## src/hw/rtl/plist_pkg.sv

```systemverilog
// ----------------------------------------------------------------------------
// plist_pkg: shared types and constants for the positional list
// Sizes, operation codes, controller states and the command/status bundles.
// ----------------------------------------------------------------------------
package plist_pkg;

    localparam int CAPACITY = 16;
    localparam int AW       = (CAPACITY > 1) ? $clog2(CAPACITY) : 1; // entry address
    localparam int CW       = $clog2(CAPACITY + 1);                  // entry count
    localparam int POS_W    = 5;
    localparam int LW       = (CW > POS_W) ? CW : POS_W;             // compare width
    localparam int VAL_W    = 32;
    localparam int FUNC_W   = 2;
    localparam int IN_W     = 40;
    localparam int OUT_W    = 40;

    localparam logic [FUNC_W-1:0] FUNC_INSERT = 2'd0;
    localparam logic [FUNC_W-1:0] FUNC_DELETE = 2'd1;
    localparam logic [FUNC_W-1:0] FUNC_READ   = 2'd2;

    typedef enum logic [3:0] {
        ST_IDLE,
        ST_DISPATCH,
        ST_INS_LOOP,
        ST_INS_WR,
        ST_DEL_SCAN,
        ST_DEL_CMP,
        ST_DEL_SH,
        ST_DEL_SHWR,
        ST_RD_WAIT,
        ST_FINISH
    } t_state;

    typedef enum logic [2:0] {
        IDX_HOLD,
        IDX_LD_CNT,
        IDX_LD_ZERO,
        IDX_INC,
        IDX_DEC
    } t_idx_op;

    typedef enum logic [1:0] {
        RS_IDX,
        RS_IDX_M1,
        RS_IDX_P1,
        RS_POS
    } t_rsel;

    typedef enum logic [1:0] {
        RV_ZERO,
        RV_ONES,
        RV_RDATA
    } t_rv_sel;

    typedef struct packed {
        logic    cap;       // capture request fields
        t_idx_op idx_op;
        logic    rd;        // RAM read
        t_rsel   rsel;
        logic    wr;        // RAM write at idx
        logic    wr_val;    // write request value instead of read data
        logic    cnt_inc;
        logic    cnt_dec;
        logic    res_set;   // stage result
        logic    res_ok;
        t_rv_sel rv_sel;
        logic    out_load;  // move staged result to output register
    } t_cmd;

    typedef struct packed {
        logic [FUNC_W-1:0] func;
        logic              ins_ok;
        logic              rd_ok;
        logic              idx_gt_pos;
        logic              idx_lt_cnt;
        logic              idx_p1_lt_cnt;
        logic              match;
        logic              out_free;
    } t_stat;

endpackage

```

## src/hw/rtl/plist_ram.sv

```systemverilog
// ----------------------------------------------------------------------------
// plist_ram: generic single-port-write, single-port-read RAM
// One write and one registered read per cycle; read data holds without re.
// ----------------------------------------------------------------------------
module plist_ram #(
    parameter int WIDTH = 32,
    parameter int DEPTH = 16
) (
    input  logic                                   i_clk,
    input  logic                                   i_we,
    input  logic [((DEPTH > 1) ? $clog2(DEPTH) : 1)-1:0] i_waddr,
    input  logic [WIDTH-1:0]                       i_wdata,
    input  logic                                   i_re,
    input  logic [((DEPTH > 1) ? $clog2(DEPTH) : 1)-1:0] i_raddr,
    output logic [WIDTH-1:0]                       o_rdata
);

    logic [WIDTH-1:0] r_mem [DEPTH];
    logic [WIDTH-1:0] r_rdata;

    always_ff @(posedge i_clk) begin
        if (i_we) begin
            r_mem[i_waddr] <= i_wdata;
        end
        if (i_re) begin
            r_rdata <= r_mem[i_raddr];
        end
    end

    assign o_rdata = r_rdata;

endmodule

```

## src/hw/rtl/plist_ctrl.sv

```systemverilog
// ----------------------------------------------------------------------------
// plist_ctrl: operation sequencer
// Walks insert shifts, delete search and close-up, and reads, at most one RAM
// access per cycle, then hands the result to the output register once it is free.
// ----------------------------------------------------------------------------
module plist_ctrl (
    input  logic             i_clk,
    input  logic             i_rst_n,
    input  logic             i_s_tvalid,
    output logic             o_s_tready,
    input  plist_pkg::t_stat i_stat,
    output plist_pkg::t_cmd  o_cmd
);
    import plist_pkg::*;

    t_state r_state;
    t_state n_state;

    always_ff @(posedge i_clk) begin
        if (!i_rst_n) begin
            r_state <= ST_IDLE;
        end else begin
            r_state <= n_state;
        end
    end

    assign o_s_tready = (r_state == ST_IDLE);

    always_comb begin
        n_state = r_state;
        o_cmd   = '0;
        o_cmd.idx_op = IDX_HOLD;
        o_cmd.rsel   = RS_IDX;
        o_cmd.rv_sel = RV_ZERO;
        case (r_state)
            ST_IDLE: begin
                if (i_s_tvalid) begin
                    o_cmd.cap = 1'b1;
                    n_state   = ST_DISPATCH;
                end
            end
            ST_DISPATCH: begin
                case (i_stat.func)
                    FUNC_INSERT: begin
                        if (i_stat.ins_ok) begin
                            o_cmd.idx_op = IDX_LD_CNT;
                            n_state      = ST_INS_LOOP;
                        end else begin
                            o_cmd.res_set = 1'b1;
                            n_state       = ST_FINISH;
                        end
                    end
                    FUNC_DELETE: begin
                        o_cmd.idx_op = IDX_LD_ZERO;
                        n_state      = ST_DEL_SCAN;
                    end
                    FUNC_READ: begin
                        if (i_stat.rd_ok) begin
                            o_cmd.rd   = 1'b1;
                            o_cmd.rsel = RS_POS;
                            n_state    = ST_RD_WAIT;
                        end else begin
                            o_cmd.res_set = 1'b1;
                            o_cmd.rv_sel  = RV_ONES;
                            n_state       = ST_FINISH;
                        end
                    end
                    default: begin
                        o_cmd.res_set = 1'b1;
                        n_state       = ST_FINISH;
                    end
                endcase
            end
            ST_INS_LOOP: begin
                if (i_stat.idx_gt_pos) begin
                    o_cmd.rd   = 1'b1;
                    o_cmd.rsel = RS_IDX_M1;
                    n_state    = ST_INS_WR;
                end else begin
                    o_cmd.wr      = 1'b1;
                    o_cmd.wr_val  = 1'b1;
                    o_cmd.cnt_inc = 1'b1;
                    o_cmd.res_set = 1'b1;
                    o_cmd.res_ok  = 1'b1;
                    n_state       = ST_FINISH;
                end
            end
            ST_INS_WR: begin
                o_cmd.wr     = 1'b1;
                o_cmd.idx_op = IDX_DEC;
                n_state      = ST_INS_LOOP;
            end
            ST_DEL_SCAN: begin
                if (i_stat.idx_lt_cnt) begin
                    o_cmd.rd   = 1'b1;
                    o_cmd.rsel = RS_IDX;
                    n_state    = ST_DEL_CMP;
                end else begin
                    o_cmd.res_set = 1'b1;
                    n_state       = ST_FINISH;
                end
            end
            ST_DEL_CMP: begin
                if (i_stat.match) begin
                    n_state = ST_DEL_SH;
                end else begin
                    o_cmd.idx_op = IDX_INC;
                    n_state      = ST_DEL_SCAN;
                end
            end
            ST_DEL_SH: begin
                if (i_stat.idx_p1_lt_cnt) begin
                    o_cmd.rd   = 1'b1;
                    o_cmd.rsel = RS_IDX_P1;
                    n_state    = ST_DEL_SHWR;
                end else begin
                    o_cmd.cnt_dec = 1'b1;
                    o_cmd.res_set = 1'b1;
                    o_cmd.res_ok  = 1'b1;
                    n_state       = ST_FINISH;
                end
            end
            ST_DEL_SHWR: begin
                o_cmd.wr     = 1'b1;
                o_cmd.idx_op = IDX_INC;
                n_state      = ST_DEL_SH;
            end
            ST_RD_WAIT: begin
                o_cmd.res_set = 1'b1;
                o_cmd.res_ok  = 1'b1;
                o_cmd.rv_sel  = RV_RDATA;
                n_state       = ST_FINISH;
            end
            ST_FINISH: begin
                if (i_stat.out_free) begin
                    o_cmd.out_load = 1'b1;
                    n_state        = ST_IDLE;
                end
            end
            default: begin
                n_state = ST_IDLE;
            end
        endcase
    end

endmodule

```

## src/hw/rtl/plist_dp.sv

```systemverilog
// ----------------------------------------------------------------------------
// plist_dp: list datapath
// Request registers, walk index, entry count, entry RAM and result registers.
// ----------------------------------------------------------------------------
module plist_dp (
    input  logic                          i_clk,
    input  logic                          i_rst_n,
    input  logic [plist_pkg::IN_W-1:0]    i_s_tdata,
    output logic                          o_m_tvalid,
    input  logic                          i_m_tready,
    output logic [plist_pkg::OUT_W-1:0]   o_m_tdata,
    input  plist_pkg::t_cmd               i_cmd,
    output plist_pkg::t_stat              o_stat
);
    import plist_pkg::*;

    logic [FUNC_W-1:0] r_func;
    logic [VAL_W-1:0]  r_value;
    logic [POS_W-1:0]  r_pos;
    logic [LW-1:0]     r_idx;
    logic [LW-1:0]     n_idx;
    logic [CW-1:0]     r_count;
    logic              r_res_ok;
    logic [VAL_W-1:0]  r_res_rv;
    logic              r_out_valid;
    logic              r_out_ok;
    logic [VAL_W-1:0]  r_out_rv;
    logic [POS_W-1:0]  r_out_cnt;

    logic [LW-1:0]     cnt_x;
    logic [LW-1:0]     pos_x;
    logic [LW-1:0]     idx_p1;
    logic [LW-1:0]     raddr_x;
    logic [VAL_W-1:0]  rdata;
    logic [VAL_W-1:0]  wdata;

    assign cnt_x  = LW'(r_count);
    assign pos_x  = LW'(r_pos);
    assign idx_p1 = r_idx + 1'b1;

    always_comb begin
        case (i_cmd.rsel)
            RS_IDX:    raddr_x = r_idx;
            RS_IDX_M1: raddr_x = r_idx - 1'b1;
            RS_IDX_P1: raddr_x = idx_p1;
            RS_POS:    raddr_x = pos_x;
            default:   raddr_x = r_idx;
        endcase
    end

    assign wdata = i_cmd.wr_val ? r_value : rdata;

    plist_ram #(
        .WIDTH (VAL_W),
        .DEPTH (CAPACITY)
    ) u_ram (
        .i_clk   (i_clk),
        .i_we    (i_cmd.wr),
        .i_waddr (r_idx[AW-1:0]),
        .i_wdata (wdata),
        .i_re    (i_cmd.rd),
        .i_raddr (raddr_x[AW-1:0]),
        .o_rdata (rdata)
    );

    always_comb begin
        case (i_cmd.idx_op)
            IDX_HOLD:    n_idx = r_idx;
            IDX_LD_CNT:  n_idx = cnt_x;
            IDX_LD_ZERO: n_idx = '0;
            IDX_INC:     n_idx = idx_p1;
            IDX_DEC:     n_idx = r_idx - 1'b1;
            default:     n_idx = r_idx;
        endcase
    end

    // payload registers
    always_ff @(posedge i_clk) begin
        if (i_cmd.cap) begin
            r_func  <= i_s_tdata[FUNC_W-1:0];
            r_value <= i_s_tdata[FUNC_W +: VAL_W];
            r_pos   <= i_s_tdata[FUNC_W+VAL_W +: POS_W];
        end
        r_idx <= n_idx;
        if (i_cmd.res_set) begin
            r_res_ok <= i_cmd.res_ok;
            case (i_cmd.rv_sel)
                RV_ZERO:  r_res_rv <= '0;
                RV_ONES:  r_res_rv <= '1;
                RV_RDATA: r_res_rv <= rdata;
                default:  r_res_rv <= '0;
            endcase
        end
        if (i_cmd.out_load) begin
            r_out_ok  <= r_res_ok;
            r_out_rv  <= r_res_rv;
            r_out_cnt <= cnt_x[POS_W-1:0];
        end
    end

    // control registers
    always_ff @(posedge i_clk) begin
        if (!i_rst_n) begin
            r_count     <= '0;
            r_out_valid <= 1'b0;
        end else begin
            if (i_cmd.cnt_inc) begin
                r_count <= r_count + 1'b1;
            end else if (i_cmd.cnt_dec) begin
                r_count <= r_count - 1'b1;
            end
            if (i_cmd.out_load) begin
                r_out_valid <= 1'b1;
            end else if (i_m_tready) begin
                r_out_valid <= 1'b0;
            end
        end
    end

    assign o_stat.func          = r_func;
    assign o_stat.ins_ok        = (pos_x <= cnt_x) && (cnt_x < LW'(CAPACITY));
    assign o_stat.rd_ok         = (pos_x < cnt_x);
    assign o_stat.idx_gt_pos    = (r_idx > pos_x);
    assign o_stat.idx_lt_cnt    = (r_idx < cnt_x);
    assign o_stat.idx_p1_lt_cnt = (idx_p1 < cnt_x);
    assign o_stat.match         = (rdata == r_value);
    assign o_stat.out_free      = !r_out_valid || i_m_tready;

    assign o_m_tvalid = r_out_valid;
    assign o_m_tdata  = {{(OUT_W - 1 - VAL_W - POS_W){1'b0}}, r_out_cnt, r_out_rv, r_out_ok};

endmodule

```

## src/hw/rtl/positional_list_insert_delete_read_top.sv

```systemverilog
// ----------------------------------------------------------------------------
// positional_list_insert_delete_read_top: bounded ordered list of 32-bit values
// Insert at position, delete first match, read at position; one result each.
// ----------------------------------------------------------------------------
// Steps from accept to result (n = entry count, one RAM access a cycle):
//   read: RAM read, then staged; failed read/insert, func 3: staged at dispatch
//   insert: read/write per shift, n down to position; delete: scan, then close-up
// One request in flight; the next is taken the cycle after its result moves to
// the output register; a stalled output holds the result back until then.
// Reset (synchronous, active low) empties the list; entries are not cleared.
module positional_list_insert_delete_read_top (
    input  logic                        i_clk,
    input  logic                        i_rst_n,
    // request: [1:0] func, [33:2] value, [38:34] position, [39] zero
    input  logic                        i_s_tvalid,
    output logic                        o_s_tready,
    input  logic [plist_pkg::IN_W-1:0]  i_s_tdata,
    // result: [0] ok, [32:1] read_value, [37:33] entry_count, [39:38] zero
    output logic                        o_m_tvalid,
    input  logic                        i_m_tready,
    output logic [plist_pkg::OUT_W-1:0] o_m_tdata
);
    import plist_pkg::*;

    t_cmd  cmd;   // sequencer commands to the datapath
    t_stat stat;  // compare results and output-slot status back

    // Sequencer: one state per RAM access of the insert/delete walks.
    plist_ctrl u_ctrl (
        .i_clk      (i_clk),
        .i_rst_n    (i_rst_n),
        .i_s_tvalid (i_s_tvalid),
        .o_s_tready (o_s_tready),
        .i_stat     (stat),
        .o_cmd      (cmd)
    );

    // Datapath: entry RAM, count, walk index and output register.
    plist_dp u_dp (
        .i_clk      (i_clk),
        .i_rst_n    (i_rst_n),
        .i_s_tdata  (i_s_tdata),
        .o_m_tvalid (o_m_tvalid),
        .i_m_tready (i_m_tready),
        .o_m_tdata  (o_m_tdata),
        .i_cmd      (cmd),
        .o_stat     (stat)
    );

endmodule

```

## config.mk

```make
export PLATFORM = sky130hd
export DESIGN_NAME = positional_list_insert_delete_read_top
export DESIGN_NICKNAME = d
export VERILOG_FILES = /design/src/hw/rtl/plist_pkg.sv /design/src/hw/rtl/plist_ram.sv /design/src/hw/rtl/plist_ctrl.sv /design/src/hw/rtl/plist_dp.sv /design/src/hw/rtl/positional_list_insert_delete_read_top.sv
export SDC_FILE = /design/constraint.sdc
export NUM_CORES = 1
export LEC_CHECK = 0
export ABC_AREA = 1
export BUFFER_PORTS_ARGS = -buffer_cell sky130_fd_sc_hd__buf_2
export CAP_MARGIN = 10
export CORE_MARGIN = 4
export CORE_UTILIZATION = 40
export DETAILED_ROUTE_END_ITERATION = 8
export HOLD_SLACK_MARGIN = 0.02
export MAX_ROUTING_LAYER = met4
export SLEW_MARGIN = 20
export SYNTH_ARGS = -nofsm -noshare
export SYNTH_HDL_FRONTEND = slang
export SYNTH_SLANG_ARGS = --single-unit
export TNS_END_PERCENT = 30
```

## constraint.sdc

```tcl
create_clock -name i_clk -period 6.5 [get_ports i_clk]
set_input_delay 0.975 -clock i_clk [delete_from_list [all_inputs] [get_ports i_clk]]
set_output_delay 0.975 -clock i_clk [all_outputs]
set_load 0.01 [all_outputs]
```

After elaboration in Yosys (flattened, before gate mapping)
Memories as Yosys holds them, arrays and structs flattened. A register that Yosys moved wholly into a read port is not among the register bits.
Cells that the tools add are included.
- register bits after elaboration: 125
- output and inout port bits: 42
- word-level logic and storage cells: 106
- bits in writable memories: 512
- input port bits: 44
- memories kept: 1
- memories (memory ; words ; width ; read ports ; clocked after Yosys merged registers in ; wr ports ; line ; RTL):
    u_dp.u_ram.r_mem ; 16 ; 32 ; 1 ; 1 ; 1 ; plist_ram.sv:18 ; logic [WIDTH-1:0] r_mem [DEPTH];
- multiplexer cells: 49
- add/sub/neg operators: 4
- magnitude comparators: 6
- reduce and logical (&&, ||, !) cells: 11
- equality and inequality tests: 23
- operator list (kind ; count):
    one-hot mux 32 bit (2 select lines) ; 1
    one-hot mux 4 bit (10 select lines) ; 1
    equality test 32 bit ; 1
    2-to-1 mux 32 bit ; 1
    2-to-1 mux 4 bit ; 6
    one-hot mux 3 bit (4 select lines) ; 2
    2-to-1 mux 3 bit ; 7
    one-hot mux 5 bit (4 select lines) ; 1
    equality test 4 x 3 -> 1 bit, second input constant ; 4
    one-hot mux 4 bit (4 select lines) ; 1
    less-than comparator 5 bit ; 3
    2-to-1 mux 1 bit ; 15
    one-hot mux 4 bit (3 select lines) ; 1
    adder 5 x 1 -> 5 bit, second input constant ; 2
    2-to-1 mux 2 bit ; 5
    2-to-1 mux 5 bit ; 2
    subtractor 5 x 1 -> 5 bit, second input constant ; 2
    equality test 2 bit, second input constant ; 4
    equality test 4 x 2 -> 1 bit, second input constant ; 2
    equality test 4 bit, second input constant ; 2
    one-hot mux 2 bit (2 select lines) ; 2
    equality test 2 x 1 -> 1 bit, second input constant ; 3
    equality test 3 x 2 -> 1 bit, second input constant ; 2
    one-hot mux 1 bit (3 select lines) ; 2
    18 further kinds ; 21

Longest topological paths before layout
- depth after elaboration: 7
- depth in mapped cells: 20
- depth with buffers taken out: 18

Cells and area by module
Synthesis repeated with hierarchy kept, for this count alone.
- cell total of the unflattened synthesis: 2840
- area total of the unflattened synthesis: 29555.8 sq um
- modules (own cells, without submodules) (module ; cells each ; area an instance (sq um) ; times used ; sequential area each (sq um)):
    plist_ram ; 2120 ; 23050.9 ; 1 ; 16335.7
    plist_dp ; 626 ; 5992.0 ; 1 ; 3573.4
    plist_ctrl ; 94 ; 513.0 ; 1 ; 80.1

Worst setup path after synthesis
OpenSTA, ideal clock, no wires.
- kind: input to register
- start point: input port i_m_tready
- end point: register u_dp.r_out_cnt[0] (enable)
- stages: 2
- required time: 5972 ps
- path buffers: 0
- setup time: 528 ps
- data arrival time: 4678 ps
- slack: 1294 ps
- path through: nor2_1 nor4_1
- RTL lines (item ; line ; RTL):
    start: declaration ; positional_list_insert_delete_read_top.sv:20 ; input logic i_m_tready,
    end signal: assignment ; plist_dp.sv:97 ; r_out_cnt <= cnt_x[POS_W-1:0];
    end: declaration ; plist_dp.sv:28 ; logic [POS_W-1:0] r_out_cnt;

Final worst setup path
- start point: register u_dp.r_idx[0]
- end point: register u_dp.u_ram.r_rdata[17] (netlist: u_dp.u_ram.o_rdata[17]), read port of u_dp.u_ram.r_mem, data pin
- longest elaborated chain between the ends: 6
- elaborated cells between the ends (all ways): 14
- classes of those cells: 2 x add/sub; 3 x order compare; 3 x eq/ne; 5 x mux; 1 x reduce/logical
- RTL lines (item ; line ; RTL):
    start: declaration ; plist_dp.sv:20 ; logic [LW-1:0] r_idx;
    start signal: assignment ; plist_dp.sv:84 ; r_idx <= n_idx;
    adder 5 x 1 -> 5 bit ; plist_dp.sv:39 ; assign idx_p1 = r_idx + 1'b1;
    less-than comparator 5 bit ; plist_dp.sv:125 ; assign o_stat.idx_p1_lt_cnt = (idx_p1 < cnt_x);
    2-to-1 mux 3 bit ; plist_ctrl.sv:112 ; if (i_stat.idx_p1_lt_cnt) begin
    one-hot mux 3 bit (4 select lines) ; plist_ctrl.sv:35 ; case (r_state)
    equality test 2 bit (tied with other cells) ; plist_dp.sv:42 ; case (i_cmd.rsel)
    one-hot mux 4 bit (4 select lines) ; plist_dp.sv:42 ;
    end: declaration ; plist_ram.sv:19 ; logic [WIDTH-1:0] r_rdata;
Parallel ways exist; a longest one is shown, timed or not.
A chain may end at the register's enable or synchronous reset.

==> flow_metrics.py <==
metrics = {
    "critical_path": {
        "critPathSlowestCell": "inv_6",
        "reg2reg_from": "u_dp.r_idx[0]",
        "worst_setup_path_start_kind": "flop",
        "cp-end-kind": "flop",
        "critical_path.cell_chain": "ha_1 > nand3_1 > xor2_1 > inv_1 > ha_1 > a21oi_1 > nand4_4 > nand2_1 > nor2_2 > nand2_1 > nand2_4 > inv_6 > buf_4 > nand3_1 > nand3_1 > nand3_1 > nand2_1",
        "critical_path_arrival_ns": 5.38,
        "cp.buffers_inverters": 3,
        "slowest_delay_ns": 0.78,
        "crit_family": "simple AND/OR/NAND/NOR gates",
        "critPathMostFrequentCell": "nand3_1",
        "required_ns": 6.98,
        "reg2regPathDepth": 17,
        "rrSetupSlack_ns": 1.60,
        "critical_path_class": "flop to flop",
        "path_max_fanout": 85,
        "r2r_end": "u_dp.u_ram.o_rdata[17]",
    },
    "synthesis": {
        "ys_ff_latch": 669,
        "synth_top_area_cell": "edfxtp_1",
        "synth_edf_count": 659,
        "netlist.area_leader.share": 0.674,
        "syn_area_mm2": 0.0293,
        "ys_seq_area_frac": 0.681,
        "ys_warn_count": 0,
        "synth.most_common_cell": "nand2_1",
        "yosys_most_used_dff": "edfxtp_1",
        "yosys-top-cells-area": "edfxtp_1 (67%), nand3_1 (9.2%), nand2_1 (8.6%), inv_1 (3.6%), nand3b_1 (2.5%)",
        "synth_cell_types": 41,
        "syn_avg_cell_area_um2": 11.1,
        "postSynth.asyncResetShare": 0,
        "syn_inst": 2636,
        "ys_top_cells_by_count": "nand2_1 (672), edfxtp_1 (659), nand3_1 (542)",
    },
    "global_route": {
        "antenna_found_initial": 1,
        "gr-total-overflow": 0,
        "grtUsageTotal": 0.199,
        "grt_pass1_vias": 18500,
        "grt_start_max_net_pins": 169,
        "grt_pass1_wl_mm": 114,
    },
    "detailed_routing": {
        "highest_layer": "met4",
        "first_iter_violations": 2262,
        "vias_per_cell": 5.27,
        "vias": 19500,
        "dr.pass1.iters": 8,
        "antenna_left": 0,
        "met3_length_mm": 5.96,
        "wl_per_cell_um": 20.7,
        "wl_met2_mm": 35.9,
        "drcViolationCount": 0,
        "wl_mm": 76.8,
        "met1_length_mm": 33.0,
    },
    "placement": {
        "place_area_mm2": 0.0307,
        "dp_hpwl_mm": 39.9,
        "gp_congestion": 0.833,
        "port_buffers": 82,
        "detailedPlace.worstSlack_ns": 1.71,
    },
    "worst_hold_path": {
        "holdCritPathClass": "flop to flop",
        "hold_end": "u_dp.r_out_rv[29]",
        "holdPathStages": 0,
        "hp-start": "u_dp.r_res_rv[29]",
    },
    "clocking": {
        "clockBufferDepth": 3,
        "postCtsSetupBuffers": 0,
        "cts_repair_resize_count": 0,
        "cts_root_buffer": "clkbuf_16",
        "cts_num_sinks": 669,
        "cts_hold_buf": 0,
        "clkLatencyLatePin_ns": 0.61,
        "cts_buffers": 73,
        "cts_tree": "yes",
        "cts_max_level": 3,
        "path_clk_slew_ns": 0.06,
    },
    "floorplan": {
        "ios": 86,
        "die_w_um": 279,
        "fp.dieH_um": 279,
        "row_count": 99,
        "start_util": 0.403,
        "die_area_mm2": 0.0777,
        "core_mm2": 0.0728,
    },
    "cells_and_area": {
        "design_area_mm2": 0.0330,
        "fill_cells": 6598,
        "area_growth_pct": 12.5,
        "antenna_cells": 0,
        "final_core_util": 0.453,
        "final_layout_size_suffix_gt1_frac": 0.0991,
        "final_nets": 2761,
    },
    "pwr": {
        "powerDensity_mw_per_mm2": 342,
        "max-vdd-ir-drop_uv": 266,
        "p_leak_nw": 12.8,
    },
    "sta": {
        "fin_skew_ns": 0.0225,
        "finalHoldViolCount": 0,
        "post-route-min-period_ns": 4.90,
        "max_slew_margin": 0.216,
        "final-max-slew-violation-count": 0,
        "fmax_ghz": 0.204,
        "setup_viol": 0,
        "worst_slew_pin_slew_ns": 1.17,
        "finalCritPeriodShare": 0.754,
        "fin_ws_ns": 1.60,
        "setup_tns_ns": 0,
        "rsz0062_at_grt": "false",
    },
    "outcome": {
        "outcome": "finished clean",
    },
    "run": {
        "max_cap_violations": 0,
    },
}
[worst max path at each step]
stage                        from                     end  slack [ns]  depth (start not counted)
floorplan              i_m_tready       u_dp.r_out_cnt[0]        1.29                          2
global placement    u_dp.r_idx[0]  u_dp.u_ram.o_rdata[13]        1.72                         17
detailed placement  u_dp.r_idx[0]  u_dp.u_ram.o_rdata[13]        1.71                         17
CTS                 u_dp.r_idx[0]  u_dp.u_ram.o_rdata[17]        1.66                         17
global route        u_dp.r_idx[0]  u_dp.u_ram.o_rdata[17]        1.33                         17
finish              u_dp.r_idx[0]  u_dp.u_ram.o_rdata[17]        1.60                         17
[cells in the final DEF (no fill, tap or decap), types with 4 or more instances in the layout]
| cell type | synthesis | final |
|---|---|---|
| dfxtp_1 | 10 | 10 |
| nor3_1 | 9 | 6 |
| nand4_1 | 15 | 15 |
| clkinv_2 | 0 | 14 |
| nor2_2 | 4 | 4 |
| inv_6 | 0 | 5 |
| xnor2_1 | 27 | 27 |
| nor2_1 | 39 | 25 |
| buf_4 | 28 | 42 |
| nand3_1 | 542 | 542 |
| inv_1 | 284 | 284 |
| clkbuf_16 | 0 | 75 |
| xor2_1 | 5 | 5 |
| ha_1 | 27 | 26 |
| buf_2 | 100 | 82 |
| edfxtp_1 | 659 | 659 |
| nor2_4 | 1 | 15 |
| nand2_1 | 672 | 669 |
| o21ai_0 | 17 | 17 |
| buf_12 | 0 | 4 |
| a21oi_1 | 45 | 45 |
| clkinv_1 | 1 | 13 |
| nand3b_1 | 97 | 97 |
| clkbuf_1 | 18 | 17 |
[metal layers]
metal / GRT usage / vias up
met1: 0.270 / 9467
met3: 0.0306 / 123
met5: - / -
met2: 0.311 / 794
met4: 0.0664 / 0
li1: - / 9139
[state kept, by name, summed over array words and instances (netlist names)]
signal / flops
u_ctrl.r_state: 4
u_dp.cnt_x: 5
u_dp.o_m_tvalid: 1
u_dp.pos_x: 5
u_dp.r_func: 2
u_dp.r_idx: 5
u_dp.r_out_cnt: 5
u_dp.r_out_ok: 1
u_dp.r_out_rv: 32
u_dp.r_res_ok: 1
u_dp.r_res_rv: 32
u_dp.r_value: 32
u_dp.u_ram.o_rdata: 32
u_dp.u_ram.r_mem: 512
[through the flow]
step / std cells / total power [mW] / hold slack, ns
after floorplan: 2637 / 6.80 / 0.400
after global placement: 3573 / 7.38 / 0.403
after detailed placement: 3573 / 7.42 / 0.405
after CTS: 3704 / 11.3 / 0.413
after global routing: 3704 / 11.8 / 0.425
final: 3704 / 11.3 / 0.412
[power by group]
part	internal [mW]	leakage, nW	switching, mW	total [mW]
combinational	0.582	5.65	1.50	2.08
clock	2.25	1.11	1.68	3.93
sequential	5.12	6.05	0.147	5.27
total	7.96	12.8	3.32	11.3
[layout make-up]
class                      instances  area (um^2)  share of cell area
clock buffer                      92         1940              0.0588
clock inverter                    39          322             0.00975
inverter                         289         1090              0.0331
multi-input combinational       1528         7650               0.232
sequential                       669        20000               0.606
tap                              959         1200              0.0364
timing repair buffer             128          806              0.0244
[cells by family after synthesis]
kind of cell,count (synthesis),synth area share
AND/OR/NAND/NOR,1392,0.218
buffers and inverters,440,0.0649
other,1,0.000128
XOR/XNOR,32,0.00955
flip-flops,669,0.681
AO/OA/AOI/OAI,74,0.0136
adder cells (fa/ha/maj),28,0.0122
Note: power is estimated with default switching activity, not from simulation.
